[src/fsp_pkg.sv]
// Shared types, character codes and helpers for the format string printer.
package fsp_pkg;

  // Argument width and the derived digit counts
  localparam int unsigned ARG_BITS = 32;
  // decimal digits needed for ARG_BITS bits: ceil(ARG_BITS * log10(2))
  localparam int unsigned NDIG     = (ARG_BITS * 30103 + 99999) / 100000;
  localparam int unsigned DIG_W    = 4 * NDIG;
  localparam int unsigned IDX_W    = $clog2(NDIG);
  localparam int unsigned CNT_W    = $clog2(ARG_BITS + 1);

  // ASCII codes used by the decoder and digit mapping
  localparam logic [7:0] CH_PCT   = 8'h25;  // '%'
  localparam logic [7:0] CH_MINUS = 8'h2D;  // '-'
  localparam logic [7:0] CH_ZERO  = 8'h30;  // '0'
  localparam logic [7:0] CH_UA    = 8'h41;  // 'A'
  localparam logic [7:0] CH_LA    = 8'h61;  // 'a'
  localparam logic [7:0] CH_C     = 8'h63;  // 'c'
  localparam logic [7:0] CH_D     = 8'h64;  // 'd'
  localparam logic [7:0] CH_U     = 8'h75;  // 'u'
  localparam logic [7:0] CH_LX    = 8'h78;  // 'x'
  localparam logic [7:0] CH_UX    = 8'h58;  // 'X'

  // Input beat: one format character and its argument word
  typedef struct packed {
    logic [7:0]          fmt_char;
    logic [ARG_BITS-1:0] arg_value;
  } in_item_t;

  // Output beat: one character, last marks the end of an item's text
  typedef struct packed {
    logic [7:0] out_char;
    logic       last;
  } out_item_t;

  // Request to the conversion unit
  typedef struct packed {
    logic                start;
    logic                hex;
    logic [ARG_BITS-1:0] value;
  } conv_req_t;

  // Map a digit value (0..15) to its ASCII character
  function automatic logic [7:0] digit_char(input logic [3:0] d, input logic upper);
    logic [7:0] base;
    base = upper ? CH_UA : CH_LA;
    if (d < 4'd10) begin
      digit_char = CH_ZERO + {4'b0000, d};
    end else begin
      digit_char = base + {4'b0000, d} - 8'd10;
    end
  endfunction

endpackage

[src/format_string_number_printer_top.sv]
// Top level: format character decoder, digit emitter and output register.
//
// Usage: feed one format character per input beat on in_*, each with its
// argument word. Each beat yields zero or more characters on out_*; the final
// character of a beat carries last. A '%' yields nothing and arms the next
// character as a conversion letter (c, d, u, x, X, %); any other letter gives
// '%' followed by the letter.
// One item at a time: in_ready_o is high only while the sequencer is idle.
// A plain character or a single-character conversion passes through the
// decode and last-character states and the output register to out_valid_o.
// Decimal conversion runs through the shared shift/add-3 unit at one
// argument bit per cycle, then scans the digit positions from the top
// (10 positions, leading zeros skipped). Hex loads the unit directly and
// then scans the same 10 positions.
// A single output register sits between the sequencer and out_*; the next
// input beat is taken as soon as the last character is in that register.
// When the receiver stalls, the output register holds and the sequencer
// waits. Reset clears the pending '%' and returns to idle; no output beat.
module format_string_number_printer_top (
  input  logic               clk_i,
  input  logic               rst_ni,
  input  logic               in_valid_i,
  output logic               in_ready_o,
  input  fsp_pkg::in_item_t  in_data_i,
  output logic               out_valid_o,
  input  logic               out_ready_i,
  output fsp_pkg::out_item_t out_data_o
);

  typedef enum logic [5:0] {
    ST_IDLE   = 6'b000001,
    ST_DECODE = 6'b000010,
    ST_PRE    = 6'b000100,
    ST_LAST   = 6'b001000,
    ST_CONV   = 6'b010000,
    ST_DIG    = 6'b100000
  } state_e;

  state_e                     state_q, state_d;
  fsp_pkg::in_item_t          item_q;
  logic                       pend_q, pend_d;
  logic [7:0]                 c0_q, c0_d;
  logic [7:0]                 c1_q, c1_d;
  logic                       pre_conv_q, pre_conv_d;
  logic                       upper_q, upper_d;
  logic [fsp_pkg::IDX_W-1:0]  idx_q, idx_d;
  logic                       started_q, started_d;
  logic                       out_valid_q;
  fsp_pkg::out_item_t         out_q;

  fsp_pkg::conv_req_t         conv_req;
  logic [fsp_pkg::DIG_W-1:0]  conv_digits;
  logic                       conv_done;

  logic                       out_free;
  logic                       emit;
  fsp_pkg::out_item_t         emit_data;
  logic [fsp_pkg::ARG_BITS-1:0] arg_mag;
  logic [3:0]                 cur_dig;
  logic                       in_fire;

  fsp_conv u_conv (
    .clk_i    (clk_i),
    .rst_ni   (rst_ni),
    .req_i    (conv_req),
    .digits_o (conv_digits),
    .done_o   (conv_done)
  );

  assign in_ready_o = (state_q == ST_IDLE);
  assign in_fire    = in_valid_i && in_ready_o;
  assign out_free   = !out_valid_q || out_ready_i;
  assign arg_mag    = ~item_q.arg_value + 1'b1;
  assign cur_dig    = conv_digits[{idx_q, 2'b00} +: 4];

  // sequencer
  always_comb begin
    state_d        = state_q;
    pend_d         = pend_q;
    c0_d           = c0_q;
    c1_d           = c1_q;
    pre_conv_d     = pre_conv_q;
    upper_d        = upper_q;
    idx_d          = idx_q;
    started_d      = started_q;
    emit           = 1'b0;
    emit_data      = '{out_char: c1_q, last: 1'b1};
    conv_req       = '{start: 1'b0, hex: 1'b0, value: item_q.arg_value};

    unique case (state_q)
      ST_IDLE: begin
        if (in_fire) begin
          state_d = ST_DECODE;
        end
      end

      ST_DECODE: begin
        if (!pend_q) begin
          if (item_q.fmt_char == fsp_pkg::CH_PCT) begin
            pend_d  = 1'b1;
            state_d = ST_IDLE;
          end else begin
            c1_d    = item_q.fmt_char;
            state_d = ST_LAST;
          end
        end else begin
          pend_d = 1'b0;
          case (item_q.fmt_char) inside
            fsp_pkg::CH_C: begin
              c1_d    = item_q.arg_value[7:0];
              state_d = ST_LAST;
            end
            fsp_pkg::CH_PCT: begin
              c1_d    = fsp_pkg::CH_PCT;
              state_d = ST_LAST;
            end
            fsp_pkg::CH_D: begin
              conv_req.start = 1'b1;
              upper_d        = 1'b0;
              if (item_q.arg_value[fsp_pkg::ARG_BITS-1]) begin
                // negative: print '-' while the magnitude converts
                conv_req.value = arg_mag;
                c0_d           = fsp_pkg::CH_MINUS;
                pre_conv_d     = 1'b1;
                state_d        = ST_PRE;
              end else begin
                state_d = ST_CONV;
              end
            end
            fsp_pkg::CH_U: begin
              conv_req.start = 1'b1;
              upper_d        = 1'b0;
              state_d        = ST_CONV;
            end
            fsp_pkg::CH_LX, fsp_pkg::CH_UX: begin
              conv_req.start = 1'b1;
              conv_req.hex   = 1'b1;
              upper_d        = (item_q.fmt_char == fsp_pkg::CH_UX);
              state_d        = ST_CONV;
            end
            default: begin
              // unknown letter: echo the percent, then the letter
              c0_d       = fsp_pkg::CH_PCT;
              c1_d       = item_q.fmt_char;
              pre_conv_d = 1'b0;
              state_d    = ST_PRE;
            end
          endcase
        end
      end

      ST_PRE: begin
        if (out_free) begin
          emit      = 1'b1;
          emit_data = '{out_char: c0_q, last: 1'b0};
          state_d   = pre_conv_q ? ST_CONV : ST_LAST;
        end
      end

      ST_LAST: begin
        if (out_free) begin
          emit      = 1'b1;
          emit_data = '{out_char: c1_q, last: 1'b1};
          state_d   = ST_IDLE;
        end
      end

      ST_CONV: begin
        if (conv_done) begin
          idx_d     = fsp_pkg::IDX_W'(fsp_pkg::NDIG - 1);
          started_d = 1'b0;
          state_d   = ST_DIG;
        end
      end

      ST_DIG: begin
        // scan from the top digit, skipping leading zeros; digit 0 always prints
        if (started_q || cur_dig != 4'd0 || idx_q == '0) begin
          if (out_free) begin
            emit      = 1'b1;
            emit_data = '{out_char: fsp_pkg::digit_char(cur_dig, upper_q),
                          last: (idx_q == '0)};
            started_d = 1'b1;
            if (idx_q == '0) begin
              state_d = ST_IDLE;
            end else begin
              idx_d = idx_q - 1'b1;
            end
          end
        end else begin
          idx_d = idx_q - 1'b1;
        end
      end

      default: begin
        state_d = ST_IDLE;
      end
    endcase
  end

  // control registers
  always_ff @(posedge clk_i or negedge rst_ni) begin
    if (!rst_ni) begin
      state_q     <= ST_IDLE;
      pend_q      <= 1'b0;
      out_valid_q <= 1'b0;
    end else begin
      state_q <= state_d;
      pend_q  <= pend_d;
      if (emit) begin
        out_valid_q <= 1'b1;
      end else if (out_ready_i) begin
        out_valid_q <= 1'b0;
      end
    end
  end

  // payload registers
  always_ff @(posedge clk_i) begin
    if (in_fire) begin
      item_q <= in_data_i;
    end
    if (emit) begin
      out_q <= emit_data;
    end
    c0_q       <= c0_d;
    c1_q       <= c1_d;
    pre_conv_q <= pre_conv_d;
    upper_q    <= upper_d;
    idx_q      <= idx_d;
    started_q  <= started_d;
  end

  assign out_valid_o = out_valid_q;
  assign out_data_o  = out_q;

  // checks
  a_accept_decodes: assert property (@(posedge clk_i) disable iff (!rst_ni)
    in_fire |=> state_q == ST_DECODE)
    else $error("input beat not followed by decode");

  a_last_ends_item: assert property (@(posedge clk_i) disable iff (!rst_ni)
    (emit && emit_data.last) |=> state_q == ST_IDLE)
    else $error("sequencer busy after the last character");

  a_digits_ready: assert property (@(posedge clk_i) disable iff (!rst_ni)
    state_q == ST_DIG |-> conv_done)
    else $error("digit scan while conversion still running");

  a_no_emit_when_full: assert property (@(posedge clk_i) disable iff (!rst_ni)
    emit |-> out_free)
    else $error("character written over a held output beat");

endmodule

[src/fsp_conv.sv]
// Iterative binary to BCD converter (shift and add-3), with a direct hex load.
module fsp_conv (
  input  logic                       clk_i,
  input  logic                       rst_ni,
  input  fsp_pkg::conv_req_t         req_i,
  output logic [fsp_pkg::DIG_W-1:0]  digits_o,
  output logic                       done_o
);

  logic [fsp_pkg::DIG_W-1:0]    bcd_q;
  logic [fsp_pkg::ARG_BITS-1:0] bin_q;
  logic [fsp_pkg::CNT_W-1:0]    cnt_q;
  logic                         busy_q;
  logic [fsp_pkg::DIG_W-1:0]    adj;

  // add 3 to every BCD digit of 5 or more before the shift
  always_comb begin
    for (int i = 0; i < int'(fsp_pkg::NDIG); i++) begin
      if (bcd_q[i*4 +: 4] >= 4'd5) begin
        adj[i*4 +: 4] = bcd_q[i*4 +: 4] + 4'd3;
      end else begin
        adj[i*4 +: 4] = bcd_q[i*4 +: 4];
      end
    end
  end

  // control: busy while bits remain to be shifted in
  always_ff @(posedge clk_i or negedge rst_ni) begin
    if (!rst_ni) begin
      busy_q <= 1'b0;
      cnt_q  <= '0;
    end else if (req_i.start) begin
      busy_q <= !req_i.hex;
      cnt_q  <= fsp_pkg::CNT_W'(fsp_pkg::ARG_BITS);
    end else if (busy_q) begin
      cnt_q <= cnt_q - 1'b1;
      if (cnt_q == fsp_pkg::CNT_W'(1)) begin
        busy_q <= 1'b0;
      end
    end
  end

  // datapath: one bit per cycle; hex nibbles are the digits as they are
  always_ff @(posedge clk_i) begin
    if (req_i.start) begin
      bin_q <= req_i.value;
      if (req_i.hex) begin
        bcd_q <= fsp_pkg::DIG_W'(req_i.value);
      end else begin
        bcd_q <= '0;
      end
    end else if (busy_q) begin
      bcd_q <= {adj[fsp_pkg::DIG_W-2:0], bin_q[fsp_pkg::ARG_BITS-1]};
      bin_q <= {bin_q[fsp_pkg::ARG_BITS-2:0], 1'b0};
    end
  end

  assign digits_o = bcd_q;
  assign done_o   = !busy_q;

endmodule
[config.mk]
export PLATFORM = sky130hd
export DESIGN_NAME = format_string_number_printer_top
export DESIGN_NICKNAME = d
export VERILOG_FILES = /design/src/fsp_pkg.sv /design/src/format_string_number_printer_top.sv /design/src/fsp_conv.sv
export SDC_FILE = /design/constraint.sdc
export NUM_CORES = 1
export LEC_CHECK = 0
export BUFFER_PORTS_ARGS = -buffer_cell sky130_fd_sc_hd__buf_2
export CORE_MARGIN = 1.5
export CORE_UTILIZATION = 40
export DETAILED_ROUTE_END_ITERATION = 6
export PLACE_DENSITY_LB_ADDON = 0.05
export SKIP_CTS_REPAIR_TIMING = 1
export SLEW_MARGIN = 20
export SYNTH_ARGS = -nofsm -noshare
export SYNTH_HDL_FRONTEND = slang
export SYNTH_SLANG_ARGS = --single-unit
[constraint.sdc]
create_clock -name clk_i -period 4.4 [get_ports clk_i]
set_input_delay 0 -clock clk_i [delete_from_list [all_inputs] [get_ports clk_i]]
set_output_delay 0 -clock clk_i [all_outputs]
set_load 0.02 [all_outputs]
# --- Word level (Yosys, flattened, before mapping) ---
# Cells that the tools add are included.
totals:
  ff_bits: 159
  out_inout_bits: 11
  wordCells: 188
op_classes:
  bitwise: 3
  n_eq_ne: 29
  n_reduce_logical: 21
  mux: 90
  addsub: 16
  order_cmp: 11
  shifts: 1
ops:
  columns: ["cell", "count"]
  rows:
  - ["32-bit two-way mux", 7]
  - ["8-bit two-way mux", 12]
  - ["6-bit two-way mux", 14]
  - ["40-bit two-way mux", 2]
  - ["34-bit two-way mux", 2]
  - ["4-bit two-way mux", 14]
  - ["8-bit by 7-bit equality test with 1-bit output, second input constant", 5]
  - ["4-bit by 3-bit >= comparator with 1-bit output, second input constant", 10]
  - ["40-bit by 7-bit indexed part select with 4-bit output", 1]
  - ["4-bit by 2-bit adder with 4-bit output, second input constant", 9]
  - ["6-bit case mux with 6 select lines", 1]
  - ["32-bit by 1-bit adder with 32-bit output, second input constant", 1]
  - ["32-bit NOT", 1]
  - ["9-bit two-way mux", 3]
  - ["1-bit two-way mux", 26]
  - ["5-bit two-way mux", 4]
  - ["2-bit inequality test, second input constant", 10]
  - ["9-bit case mux with 2 select lines", 1]
  - ["7-bit AND reduction", 2]
  - ["6-bit by 1-bit equality test with 1-bit output, second input constant", 2]
  - ["4-bit inequality test, second input constant", 3]
  - ["5-bit AND reduction", 2]
  - ["7-bit by 4-bit adder with 8-bit output", 1]
  - ["8-bit by 6-bit equality test with 1-bit output, second input constant", 1]
  - ["26 further kinds", 37]

# --- Logic depth before layout (Yosys ltp) ---
# Gate-level depths: netlist of the first run.
logic_depth:
  depth_word: 11
  depth_mapped: 11
  ltp_nobuf: 9

# --- Modules after synthesis ---
# Synthesis of the first run repeated with hierarchy kept, for this count alone.
hier_totals:
  cells_unflattened: 694
  hier_area_um2: 8277.9
by_module_without_submodules:
  columns: ["module", "area_per_inst_um2", "instances", "cells_each", "seq_area_each_um2"]
  rows:
  - ["fsp_conv", 4301.6, 1, 353, 2337.2]
  - ["format_string_number_printer_top", 3976.3, 1, 341, 2123.3]

# --- Worst setup path after synthesis of the first run ---
# Ideal clock, no wire load.
synth_path:
  path_kind: "register to register"
  from: "register item_q[39] (netlist bit)"
  to: "register u_conv.bin_q[0] (netlist bit) (enable)"
  period_less_slack_ns: 3.756
  path_stages_with_launch: 8
  setup_slack_ns: 0.644
  required_time_ns: 3.958
  path_buffers: 1
  arrival_ns: 3.314
  path_cell_list: "edfxtp_1 nand2b_1 nor4b_1 a21oi_1 o31ai_1 nand2_1 buf_2 nand2b_1"
synth_between:
  elab_chain_len: 10
  elab_cells_between_ends: 15
synth_lines:
  columns: ["element", "line", "rtl"]
  rows:
  - ["start, declared", "format_string_number_printer_top.sv:40", "fsp_pkg::in_item_t item_q;"]
  - ["start signal, assigned", "format_string_number_printer_top.sv:221", "item_q <= in_data_i;"]
  - ["8-bit by 7-bit equality test with 1-bit output (no source line)", null, null]
  - ["2-bit OR reduction", "format_string_number_printer_top.sv:108", "case (item_q.fmt_char) inside"]
  - ["1-bit two-way mux (4 in a row)", "format_string_number_printer_top.sv:108", null]
  - ["1-bit two-way mux *", "format_string_number_printer_top.sv:108", null]
  - ["34-bit two-way mux *", "format_string_number_printer_top.sv:98", "if (!pend_q) begin"]
  - ["34-bit two-way mux *", "format_string_number_printer_top.sv:90", "unique case (state_q)"]
  - ["2-bit nonzero test (no source line) *", null, null]
  - ["end signal, assigned", "fsp_conv.sv:46", "bin_q <= req_i.value;"]
  - ["end signal, assigned", "fsp_conv.sv:54", "bin_q <= {bin_q[fsp_pkg::ARG_BITS-2:0], 1'b0};"]
  - ["end, declared", "fsp_conv.sv:11", "logic [fsp_pkg::ARG_BITS-1:0] bin_q;"]
# Every way passes the cells marked *; elsewhere a longest branch is shown, timed or not.
# A chain may end at the register's enable or synchronous reset.

# --- Worst setup path after layout of the first run ---
layout_path:
  from: "register idx_q[0] (netlist bit)"
  to: "register out_q (netlist bit out_data_o[4]) (enable)"
layout_between:
  elab_chain_len: 6
  elab_cells_between_ends: 7
layout_lines:
  columns: ["element", "line", "rtl"]
  rows:
  - ["start, declared", "format_string_number_printer_top.sv:46", "logic [fsp_pkg::IDX_W-1:0] idx_q, idx_d;"]
  - ["start signal, assigned", "format_string_number_printer_top.sv:230", "idx_q <= idx_d;"]
  - ["40-bit by 7-bit indexed part select with 4-bit output", "format_string_number_printer_top.sv:74", "assign cur_dig = conv_digits[{idx_q, 2'b00} +: 4];"]
  - ["4-bit nonzero test", "format_string_number_printer_top.sv:178", "if (started_q || cur_dig != 4'd0 || idx_q == '0) begin"]
  - ["1-bit logical OR", "format_string_number_printer_top.sv:178", null]
  - ["1-bit logical OR *", "format_string_number_printer_top.sv:178", null]
  - ["1-bit two-way mux *", "format_string_number_printer_top.sv:178", null]
  - ["1-bit case mux with 2 select lines *", "format_string_number_printer_top.sv:90", null]
  - ["named net emit", "format_string_number_printer_top.sv:56", "logic emit;"]
  - ["end signal, assigned", "format_string_number_printer_top.sv:224", "out_q <= emit_data;"]
  - ["end, declared", "format_string_number_printer_top.sv:49", "fsp_pkg::out_item_t out_q;"]
# The timed path passes the listed nets; every way through them passes the cells marked *.

==> summary.md, run 1 <==
| Metric | Value |
|---|---|
| Run status | `completed` |
| Synth Cell Area | `8097 µm²` |
| TritonCTS Sinks | `151` |
| Critical Path End Type | `flip-flop` |
| H-tree depth | `4` |
| Hold path start | `out_ready_i` |
| Ranking of synthesized cells by area | `edfxtp_1, dfrtp_1, ha_1, nand2_1, xor2_1` |
| Vias in the first global route | `5522` |
| Port Buffers | `54` |
| Worst Setup Start Kind | `flip-flop` |
| Hold WC Path Type | `in -> reg` |
| Num CTS Buffers | `17` |
| Worst Hold Depth | `3` |
| Die width | `145.3 µm` |
| Initial antenna violation count | `0` |
| Tmin final | `3.532 ns` |
| NetSw | `0.9562 mW` |
| Yosys top cell by area | `edfxtp_1` |
| Final period util | `0.8028` |
| Die ar. | `21100 µm²` |
| Std-Cell Rows | `51` |
| Clock share of power | `0.387` |
| Yosys Warn Count | `0` |
| Worst Tran Pin Value | `0.9950 ns` |
| Post-synthesis adder-cell area fraction | `0.04018` |
| Final setup violating endpoints | `0` |
| Post-synthesis simple-gate area fraction | `0.1476` |
| Synth top area share | `0.5044` |
| Routed wire length | `18.26 mm` |
| Relative slew slack | `0.3366` |
| Total power | `3.673 mW` |
| Largest family of logic cells by synthesized area | `simple AND/OR/NAND/NOR gates` |
| Leakage | `3.644 nW` |
| Syn Inst Count | `732` |
| Area of the multi-input gates | `3364 µm²` |
| Total GRT Usage | `0.1806` |
| Worst-path maximum fanout | `12` |
| Routed WL per cell | `16.54 µm` |
| Total global routing overflow | `0` |
| Chip Height | `145.3 µm` |
| N_diodes | `0` |
| XOR/XNOR Fraction of Synth Area | `0.05625` |
| Avg Inst Size Synth | `11.06 µm²` |
| Mux contribution to synthesized area | `0.02890` |
| Fmax | `283.1 MHz` |
| Power Density | `381.0 nW/µm²` |
| Hold Path End | `out_valid_o` |
| Max_cap viols | `0` |
| Final hold vios | `0` |
| Complex-gate fraction of the synthesized area | `0.1412` |
| Area grow syn2layout | `19.07%` |
| EDFF count, synth | `136` |
| DPL Wire Length | `13.20 mm` |
| Worst reg-to-reg path cell count | `9` |
| Routability cong. | `0.8134` |
| Top_reg_cell synth | `edfxtp_1` |
| Most frequent cells in the layout | `edfxtp_1, nand2_1, buf_2` |
| Post-route setup TNS | `0 ns` |
| DRC violations left | `0` |
| Net Sw Frac | `0.2603` |
| Sequential-to-total area share from yosys stat | `0.5509` |
| Pin count of the biggest net entering global routing | `64` |
| CTS Buffer Depth | `2` |
| Post-Syn Nets | `802` |
| DRT antenna net count | `0` |
| Critical path class | `reg -> reg` |
| Fillers | `1826` |
| Logic pwr share | `0.110` |
| Clk slew on worst S/H paths | `0.06 ns` |
| Worst Path Arrival | `3.66 ns` |
| Worst R2R Setup Slack | `0.87 ns` |
| Skew final | `0.007395 ns` |
| DRT iter0 DRCs | `446` |
| Share of power burned in registers | `0.503` |
| Vias per cell | `5.270` |
| Core area | `19650 µm²` |
| Reg-to-Reg End | `out_data_o[4]` |
| Reg2reg start | `idx_q[0]` |
| Vias | `5818` |
| Io pins | `55` |
| Required @ worst endpoint | `4.53 ns` |
| Max Slew Vio Count | `0` |
| Initial core utilization | `0.4120` |
| Worst-Skew Late Latency | `0.42 ns` |
| First-pass GRT wire length | `30.07 mm` |
| Pre-Repair DR Iteration Count | `7` |
| Worst VDD drop | `0.2230 mV` |
| Yosys reg bits | `151` |
| Internal cell power | `2.717 mW` |
| Layout cells sized above 1 | `0.1418` |
| Commonest non-fill, non-tap cell in the layout | `edfxtp_1` |
| Synth unique cells | `67` |
| Final #Nets | `896` |
| Root Buffer | `clkbuf_16` |
| RSZ-0062 raised after global routing | `false` |
| Asr flop ratio synth | `0.09934` |
| CTS tree | `yes` |
| Sequential Area | `4461 µm²` |
-- Yosys cell counts (11+ instances only) --
master / count
a21oi_1: 44
clkbuf_1: 12
dfrtp_1: 14
edfxtp_1: 136
ha_1: 26
inv_1: 35
mux2i_1: 11
nand2_1: 84
nand2b_1: 20
nor2_1: 48
nor3_1: 15
nor3b_1: 17
o21ai_0: 50
o21ai_1: 12
o22ai_1: 33
xnor2_1: 23
xor2_1: 29
-- cells by family (layout without fill, tap and decap cells) --
family | Yosys count | after routing
adder cells (fa/ha/maj) | 26 | 26
AND/OR/NAND/NOR | 235 | 235
XOR/XNOR | 52 | 52
flip-flops | 151 | 151
multiplexers | 18 | 18
AO/OA/AOI/OAI | 185 | 185
buffers and inverters | 65 | 172
-- metrics by stage --
step	util	cell area [µm²]	setup slack [ns]	hold slack (ns)	cells
final	0.4905	9641	0.8677	0.0003545	1104
after floorplan	-	8097	0.6437	-0.2956	732
after detailed placement	0.4391	8630	0.8547	-0.07974	1030
after global placement	0.4391	8630	0.9657	-0.07183	1030
after CTS	0.4689	9215	0.8743	-0.5336	1062
after global routing	0.4905	9641	0.5919	0.03474	1104
-- cell type report --
type,count,area share
clock buffers,24,0.05451
clock inverters,8,0.006230
inverters,36,0.01402
multi-input cells,516,0.3490
flip-flops and latches,151,0.4627
well taps,265,0.03439
repair buffers,104,0.07917
-- critical path, cell delays in order (launching register included) --
cell and delay (ns):
edfxtp_1 0.59, buf_4 0.28, mux2i_1 0.24, a2bb2oi_1 0.09, a32oi_1 0.48, ha_1 0.24, or3b_2 0.46, nor3_1 0.41
a2bb2oi_1 0.25, nor2_1 0.21
-- state kept, by name, summed over array words and instances (netlist names) --
signal,count
started_q,1
idx_q,4
out_data_o,9
c0_q,1
u_conv.cnt_q,6
u_conv.digits_o,40
c1_q,8
u_conv.bin_q,32
upper_q,1
u_conv.busy_q,1
out_valid_o,1
pend_q,1
state_q,6
item_q,40
-- worst max-delay path by stage --
stage | start | end | slack, ns | cells past startpoint
finish | idx_q[0] | out_data_o[4] | 0.87 | 9
floorplan | item_q[39] | u_conv.bin_q[0] | 0.64 | 7
CTS | idx_q[0] | out_data_o[4] | 0.87 | 9
global placement | idx_q[0] | out_data_o[2] | 0.97 | 9
detailed placement | idx_q[0] | out_data_o[1] | 0.85 | 9
global route | idx_q[0] | out_data_o[4] | 0.59 | 9
-- power groups by stage --
stage                     Sequential, mW  Combinational, mW  Clock, mW
after floorplan                     1.84              0.251          0
after global placement              1.88              0.368          0
after detailed placement            1.88              0.377          0
after CTS                           1.85              0.379       1.45
after global routing                1.87              0.450       1.51
final                               1.85              0.403       1.42
-- routing by layer --
metal  vias to the layer above  share of wire  global-route usage
li1                       2881              -                   -
met1                      2810           0.49              0.2622
met2                       111           0.46              0.2702
met3                        16          0.036             0.03742
met4                         0          0.013             0.05561
met5                         -              0                   0
No activity file was read; power rests on OpenSTA's default activity.
==> inputs of run 2 (changes only) <==
==> constraint.sdc (replaced) <==
create_clock -name clk_i -period 3.1 [get_ports clk_i]
set_input_delay 0 -clock clk_i [delete_from_list [all_inputs] [get_ports clk_i]]
set_output_delay 0 -clock clk_i [all_outputs]
set_load 0.02 [all_outputs]
==> run 2 against run 1 <==
  * Via count grew 0.93%
  * Clock-buffer cell count is 6 lower
  * Clock power increased by 53%
  * Core utilization increased by 1.1 points
  * Combinational power is 45% higher
  * Wire length up 2.9%
  * Critical path depth down 1
  * Die area unchanged
  * Worst hold slack better by 0.020 ns
  * Cell area up 2.2%
  * Sequential share of layout area fell by 1.0 points
  * Cell count rose by 1.4%
  * Critical path type unchanged
  * Largest cell class unchanged
  * Highest routed layer unchanged
==> summary.md, run 2 (synthesis results as in run 1) <==
| Metric | Value |
|---|---|
| Run status | `completed (unchanged)` |
| DR top layer | `met4 (unchanged)` |
| Fmax | `339.8 MHz (was 283.1 MHz)` |
| Relative slew slack | `0.5947 (was 0.3366)` |
| Final period util | `0.9492 (was 0.8028)` |
| TritonCTS Sinks | `151 (unchanged)` |
| Leakage | `3.758 nW (was 3.644 nW)` |
| Critical path class | `reg -> reg (unchanged)` |
| Total GRT Usage | `0.1808 (was 0.1806)` |
| CTS Buffer Depth | `2 (unchanged)` |
| Chip Height | `145.3 µm (unchanged)` |
| Initial antenna violation count | `0 (unchanged)` |
| Final #Nets | `911 (was 896)` |
| Tmin final | `2.943 ns (was 3.532 ns)` |
| H-tree depth | `4 (unchanged)` |
| Required @ worst endpoint | `3.20 ns (was 4.53 ns)` |
| Met2 routed WL | `8.665 mm (was 8.319 mm)` |
| DRC violations left | `0 (unchanged)` |
| Layout cells sized above 1 | `0.1593 (was 0.1418)` |
| Worst R2R Setup Slack | `0.16 ns (was 0.87 ns)` |
| RSZ-0062 raised after global routing | `false (unchanged)` |
| Io pins | `55 (unchanged)` |
| Worst-Skew Late Latency | `0.42 ns (about the same)` |
| Worst VDD drop | `0.3485 mV (was 0.2230 mV)` |
| Worst-path maximum fanout | `4 (was 12)` |
| Worst Tran Pin Value | `0.6080 ns (was 0.9950 ns)` |
| Critical path's top delay family | `simple AND/OR/NAND/NOR gates (unchanged)` |
| Bufs and invs on worst path | `1 (unchanged)` |
| DRT iter0 DRCs | `418 (was 446)` |
| Vias per cell | `5.248 (was 5.270)` |
| Most frequent cells in the layout | `edfxtp_1, nand2_1, buf_2 (unchanged)` |
| Initial core utilization | `0.4120 (unchanged)` |
| Max incr delay on CP | `0.55 ns (was 0.59 ns)` |
| Die width | `145.3 µm (unchanged)` |
| Final hold vios | `0 (unchanged)` |
| Root Buffer | `clkbuf_16 (unchanged)` |
| DPL Wire Length | `13.20 mm (about the same)` |
| M1 wire length | `9.197 mm (was 9.037 mm)` |
| Total global routing overflow | `0 (unchanged)` |
| Power Density | `546.8 nW/µm² (was 381.0 nW/µm²)` |
| Vias | `5872 (was 5818)` |
| Worst Path Arrival | `3.04 ns (was 3.66 ns)` |
| Final setup violating endpoints | `0 (unchanged)` |
| Reg-to-Reg End | `idx_q[2] (was out_data_o[4])` |
| Met3 WL | `586 µm (was 661 µm)` |
| Reg2reg start | `idx_q[0] (unchanged)` |
| Std-Cell Rows | `51 (unchanged)` |
| Pre-Repair DR Iteration Count | `5 (was 7)` |
| Routed WL per cell | `16.80 µm (was 16.54 µm)` |
| Finished Core Util | `0.5013 (was 0.4905)` |
| Max Slew Vio Count | `0 (unchanged)` |
| Critical Path End Type | `flip-flop (unchanged)` |
| Setup ws final | `0.1574 ns (was 0.8677 ns)` |
| Clk slew on worst S/H paths | `0.06 ns (about the same)` |
| Fillers | `1838 (was 1826)` |
| Hold WC Path Type | `in -> async (was in -> reg)` |
| First-pass GRT wire length | `30.17 mm (was 30.07 mm)` |
| Port Buffers | `54 (unchanged)` |
| Core area | `19650 µm² (unchanged)` |
| Pin count of the biggest net entering global routing | `73 (was 64)` |
| Routed wire length | `18.80 mm (was 18.26 mm)` |
| DRT antenna net count | `0 (unchanged)` |
| Pre-CTS setup slack | `0.1422 ns (was 0.8547 ns)` |
| Worst Setup Start Kind | `flip-flop (unchanged)` |
| Area grow syn2layout | `21.70% (was 19.07%)` |
| Routability cong. | `0.8499 (was 0.8134)` |
| Worst reg-to-reg path cell count | `8 (was 9)` |
| Die ar. | `21100 µm² (unchanged)` |
| Skew final | `0.007377 ns (was 0.007395 ns)` |
| N_diodes | `0 (unchanged)` |
| Num CTS Buffers | `17 (unchanged)` |
| Post-route setup TNS | `0 ns (unchanged)` |
| CTS tree | `yes (unchanged)` |
| Max_cap viols | `0 (unchanged)` |
| Commonest non-fill, non-tap cell in the layout | `edfxtp_1 (unchanged)` |
| Vias in the first global route | `5696 (was 5522)` |
| CP max-delay cell | `mux4_2 (was edfxtp_1)` |
| Critical Path, Cell by Cell | `mux4_2 -> mux2i_1 -> o22a_1 -> ha_1 -> or3b_2 -> nor3_4 -> buf_4 -> o31a_1 (was buf_4 -> mux2i_1 -> a2bb2oi_1 -> a32oi_1 -> ha_1 -> or3b_2 -> nor3_1 -> a2bb2oi_1 -> nor2_1)` |
run 2: changes by cell type in the layout (fill, tap and decap cells not counted), sizes merged:
cell	change
clkinv	+3
bufinv	+4
clkinvlp	-2
clkbuf	-6
inv	+1
buf	+15
run 2: layout make-up:
cell class	instances	area, µm²	area share
Sequential cell	151	4461	0.4527
Multi-Input combinational cell	516	3395	0.3445
Timing Repair Buffer	119	920.9	0.09346
Clock buffer	18	429.2	0.04356
Tap cell	265	331.6	0.03365
Clock inverter	14	181.4	0.01841
Inverter	36	135.1	0.01371
run 2: worst max-delay path by stage:
stage | startpoint | endpoint | slack [ns] | depth (start not counted)
floorplan | idx_q[0] | out_data_o[0] | 0.006 | 10
global placement | idx_q[0] | out_data_o[6] | 0.19 | 10
detailed placement | idx_q[1] | out_data_o[6] | 0.14 | 10
CTS | idx_q[0] | out_data_o[6] | 0.15 | 10
global route | idx_q[1] | idx_q[2] | 0.001 | 8
finish | idx_q[0] | idx_q[2] | 0.16 | 8
run 2: per-stage QoR:
stage | power [mW] | instance area, µm² | hold slack, ns | instances
4_1_cts | 5.403 | 9408 | -0.5209 | 1077
3_3_place_gp | 3.201 | 8797 | -0.07925 | 1045
2_1_floorplan | 2.972 | 8119 | -0.2956 | 732
3_5_place_dp | 3.220 | 8797 | -0.07116 | 1045
6_report | 5.388 | 9853 | 0.02078 | 1119
5_1_grt | 5.603 | 9853 | 0.04748 | 1119
run 2: routing by layer:
| layer | vias up | track usage |
|---|---|---|
| li1 | 2915 | - |
| met1 | 2825 | 0.2585 |
| met2 | 111 | 0.2810 |
| met3 | 21 | 0.02516 |
| met4 | 0 | 0.06276 |
| met5 | - | 0 |
run 2: report_power, final:
part / leakage, nW / internal [mW] / switching [mW] / total, mW
sequential: 1.43 / 2.45 / 0.184 / 2.63
clock: 0.289 / 1.34 / 0.833 / 2.17
combinational: 2.04 / 0.228 / 0.358 / 0.586
total: 3.76 / 4.01 / 1.38 / 5.39
==> inputs of run 3 (changes only) <==
==> constraint.sdc (replaced) <==
create_clock -name clk_i -period 3.3 [get_ports clk_i]
set_input_delay 0 -clock clk_i [delete_from_list [all_inputs] [get_ports clk_i]]
set_output_delay 0 -clock clk_i [all_outputs]
set_load 0.02 [all_outputs]
==> run 3 against run 2 <==
  * Setup slack worse by 0.0082 ns
  * Worst hold slack worse by 0.016 ns
  * Clock-buffer cell count up 1
  * Cell area down 1.4%
  * Via count up 0.65%
  * Sequential power down 6%
  * Combinational power down 7.0%
  * Maximum frequency down 6.6%
  * Cell count down 0.27%
  * First-iteration DRC count down 15%
  * Wire length about the same
==> summary.md, run 3 (synthesis results as in run 1) <==
| Metric | Value |
|---|---|
| Vias | `5910 (was 5872)` |
| Routed WL per cell | `16.84 µm (was 16.80 µm)` |
| Reg-to-Reg End | `out_data_o[6] (was idx_q[2])` |
| Worst Hold Depth | `3` |
| Skew final | `0.007577 ns (was 0.007377 ns)` |
| Fmax | `317.4 MHz (was 339.8 MHz)` |
| Final #Nets | `910 (was 911)` |
| Routability cong. | `0.8487 (was 0.8499)` |
| CTS tree | `yes (unchanged)` |
| Relative slew slack | `0.2893 (was 0.5947)` |
| Io pins | `55 (unchanged)` |
| DRT antenna net count | `0 (unchanged)` |
| DPL Wire Length | `13.46 mm (was 13.20 mm)` |
| Worst-path maximum fanout | `11 (was 4)` |
| Power Density | `501.8 nW/µm² (was 546.8 nW/µm²)` |
| Layout cells sized above 1 | `0.1528 (was 0.1593)` |
| Reg2reg start | `idx_q[1] (was idx_q[0])` |
| Critical Path End Type | `flip-flop (unchanged)` |
| Hold path start | `out_ready_i` |
| Final Non-Filler Cells | `1116 (was 1119)` |
| Chip Height | `145.3 µm (unchanged)` |
| Cell area after layout | `9716 µm² (was 9853 µm²)` |
| Routed wire length | `18.80 mm (about the same)` |
| Vias per cell | `5.296 (was 5.248)` |
| Worst R2R Setup Slack | `0.15 ns (was 0.16 ns)` |
| Die width | `145.3 µm (unchanged)` |
| TritonCTS Sinks | `151 (unchanged)` |
| N_diodes | `0 (unchanged)` |
| Num CTS Buffers | `17 (unchanged)` |
| Most frequent cells in the layout | `edfxtp_1, nand2_1, buf_2 (unchanged)` |
| Post-route setup TNS | `0 ns (unchanged)` |
| Leakage | `3.703 nW (was 3.758 nW)` |
| CTS Buffer Depth | `2 (unchanged)` |
| DRT iter0 DRCs | `354 (was 418)` |
| Critical path class | `reg -> reg (unchanged)` |
| Worst-Skew Late Latency | `0.43 ns (was 0.42 ns)` |
| Placed inst area | `8732 µm² (was 8797 µm²)` |
| Pin count of the biggest net entering global routing | `73 (unchanged)` |
| Total GRT Usage | `0.1805 (was 0.1808)` |
| Commonest non-fill, non-tap cell in the layout | `edfxtp_1 (unchanged)` |
| H-tree depth | `4 (unchanged)` |
| Hold Path End | `out_valid_o` |
| Initial antenna violation count | `0 (unchanged)` |
| Worst Tran Pin Value | `1.066 ns (was 0.6080 ns)` |
| Clk slew on worst S/H paths | `0.06 ns (about the same)` |
| Worst Setup Start Kind | `flip-flop (unchanged)` |
| Final setup violating endpoints | `0 (unchanged)` |
| Initial core utilization | `0.4120 (unchanged)` |
| Root Buffer | `clkbuf_16 (unchanged)` |
| First-pass GRT wire length | `29.92 mm (was 30.17 mm)` |
| Total global routing overflow | `0 (unchanged)` |
| Final period util | `0.9548 (was 0.9492)` |
| Finished Core Util | `0.4943 (was 0.5013)` |
| Required @ worst endpoint | `3.48 ns (was 3.20 ns)` |
| Die ar. | `21100 µm² (unchanged)` |
| Worst reg-to-reg path cell count | `10 (was 8)` |
| Vias in the first global route | `5739 (was 5696)` |
| Max Slew Vio Count | `0 (unchanged)` |
| Std-Cell Rows | `51 (unchanged)` |
| Port Buffers | `54 (unchanged)` |
| Worst Path Arrival | `3.33 ns (was 3.04 ns)` |
| Area grow syn2layout | `20.00% (was 21.70%)` |
| Fillers | `1884 (was 1838)` |
| RSZ-0062 raised after global routing | `false (unchanged)` |
| Core area | `19650 µm² (unchanged)` |
| Max_cap viols | `0 (unchanged)` |
| Run status | `completed (unchanged)` |
| Pre-Repair DR Iteration Count | `4 (was 5)` |
| Worst VDD drop | `0.3590 mV (was 0.3485 mV)` |
| Placed insts | `1042 (was 1045)` |
| Final hold vios | `0 (unchanged)` |
| Tmin final | `3.151 ns (was 2.943 ns)` |
| DRC violations left | `0 (unchanged)` |
| Hold WC Path Type | `in -> reg (was in -> async)` |
[run 3: cell types whose count changed in the layout (fill, tap and decap cells not counted), sizes merged]
cell / delta
buf: -1
bufinv: -2
clkbuf: +1
inv: -1
[run 3: through the flow]
| stage | hold WS [ns] | total power [mW] | setup WS (ns) |
|---|---|---|---|
| floorplan | -0.2956 | 2.792 | 0.08860 |
| global placement | -0.07219 | 3.002 | 0.2170 |
| detailed placement | -0.06574 | 3.024 | 0.1843 |
| global route | 0.04186 | 5.070 | 0.03085 |
| finish | 0.004560 | 4.875 | 0.1492 |
| CTS | -0.5233 | 4.879 | 0.1622 |
[run 3: cell type report]
class | instances | area (µm²) | share of cell area
flip-flops and latches | 151 | 4461 | 0.4591
multi-input cells | 516 | 3364 | 0.3463
repair buffers | 118 | 880.8 | 0.09066
clock buffers | 19 | 432.9 | 0.04456
well taps | 265 | 331.6 | 0.03413
inverters | 36 | 135.1 | 0.01391
clock inverters | 11 | 110.1 | 0.01133
[run 3: worst max-delay path, stage by stage (launching register included)]
cell and delay, ns:
edfxtp_1 0.48, buf_4 0.23, mux4_2 0.31, mux2i_1 0.20, o22a_1 0.23, ha_1 0.15
or3b_2 0.47, o31ai_1 0.39, buf_4 0.24, nand2_1 0.07, a2bb2oi_1 0.14
[run 3: worst max path at each step]
stage | from | end | slack (ns) | cells past startpoint
finish | idx_q[1] | out_data_o[6] | 0.15 | 10
global route | idx_q[1] | out_data_o[6] | 0.03 | 10
CTS | idx_q[0] | out_data_o[5] | 0.16 | 8
detailed placement | idx_q[0] | out_data_o[5] | 0.18 | 8
global placement | idx_q[0] | idx_q[0] | 0.22 | 8
floorplan | idx_q[0] | out_data_o[0] | 0.09 | 10
[run 3: power by group]
group          switching, mW  leakage [nW]  total [mW]  internal [mW]
registers              0.171          1.43        2.47           2.30
logic                  0.337          2.01       0.545          0.208
clock network          0.768         0.259        1.86           1.09
total                   1.28          3.70        4.88           3.60
[run 3: per-layer routing]
| layer | GRT usage | share of wire |
|---|---|---|
| met5 | 0 | 0 |
| met3 | 0.03962 | 0.039 |
| met4 | 0.04898 | 0.010 |
| met1 | 0.2534 | 0.49 |
| met2 | 0.2812 | 0.46 |
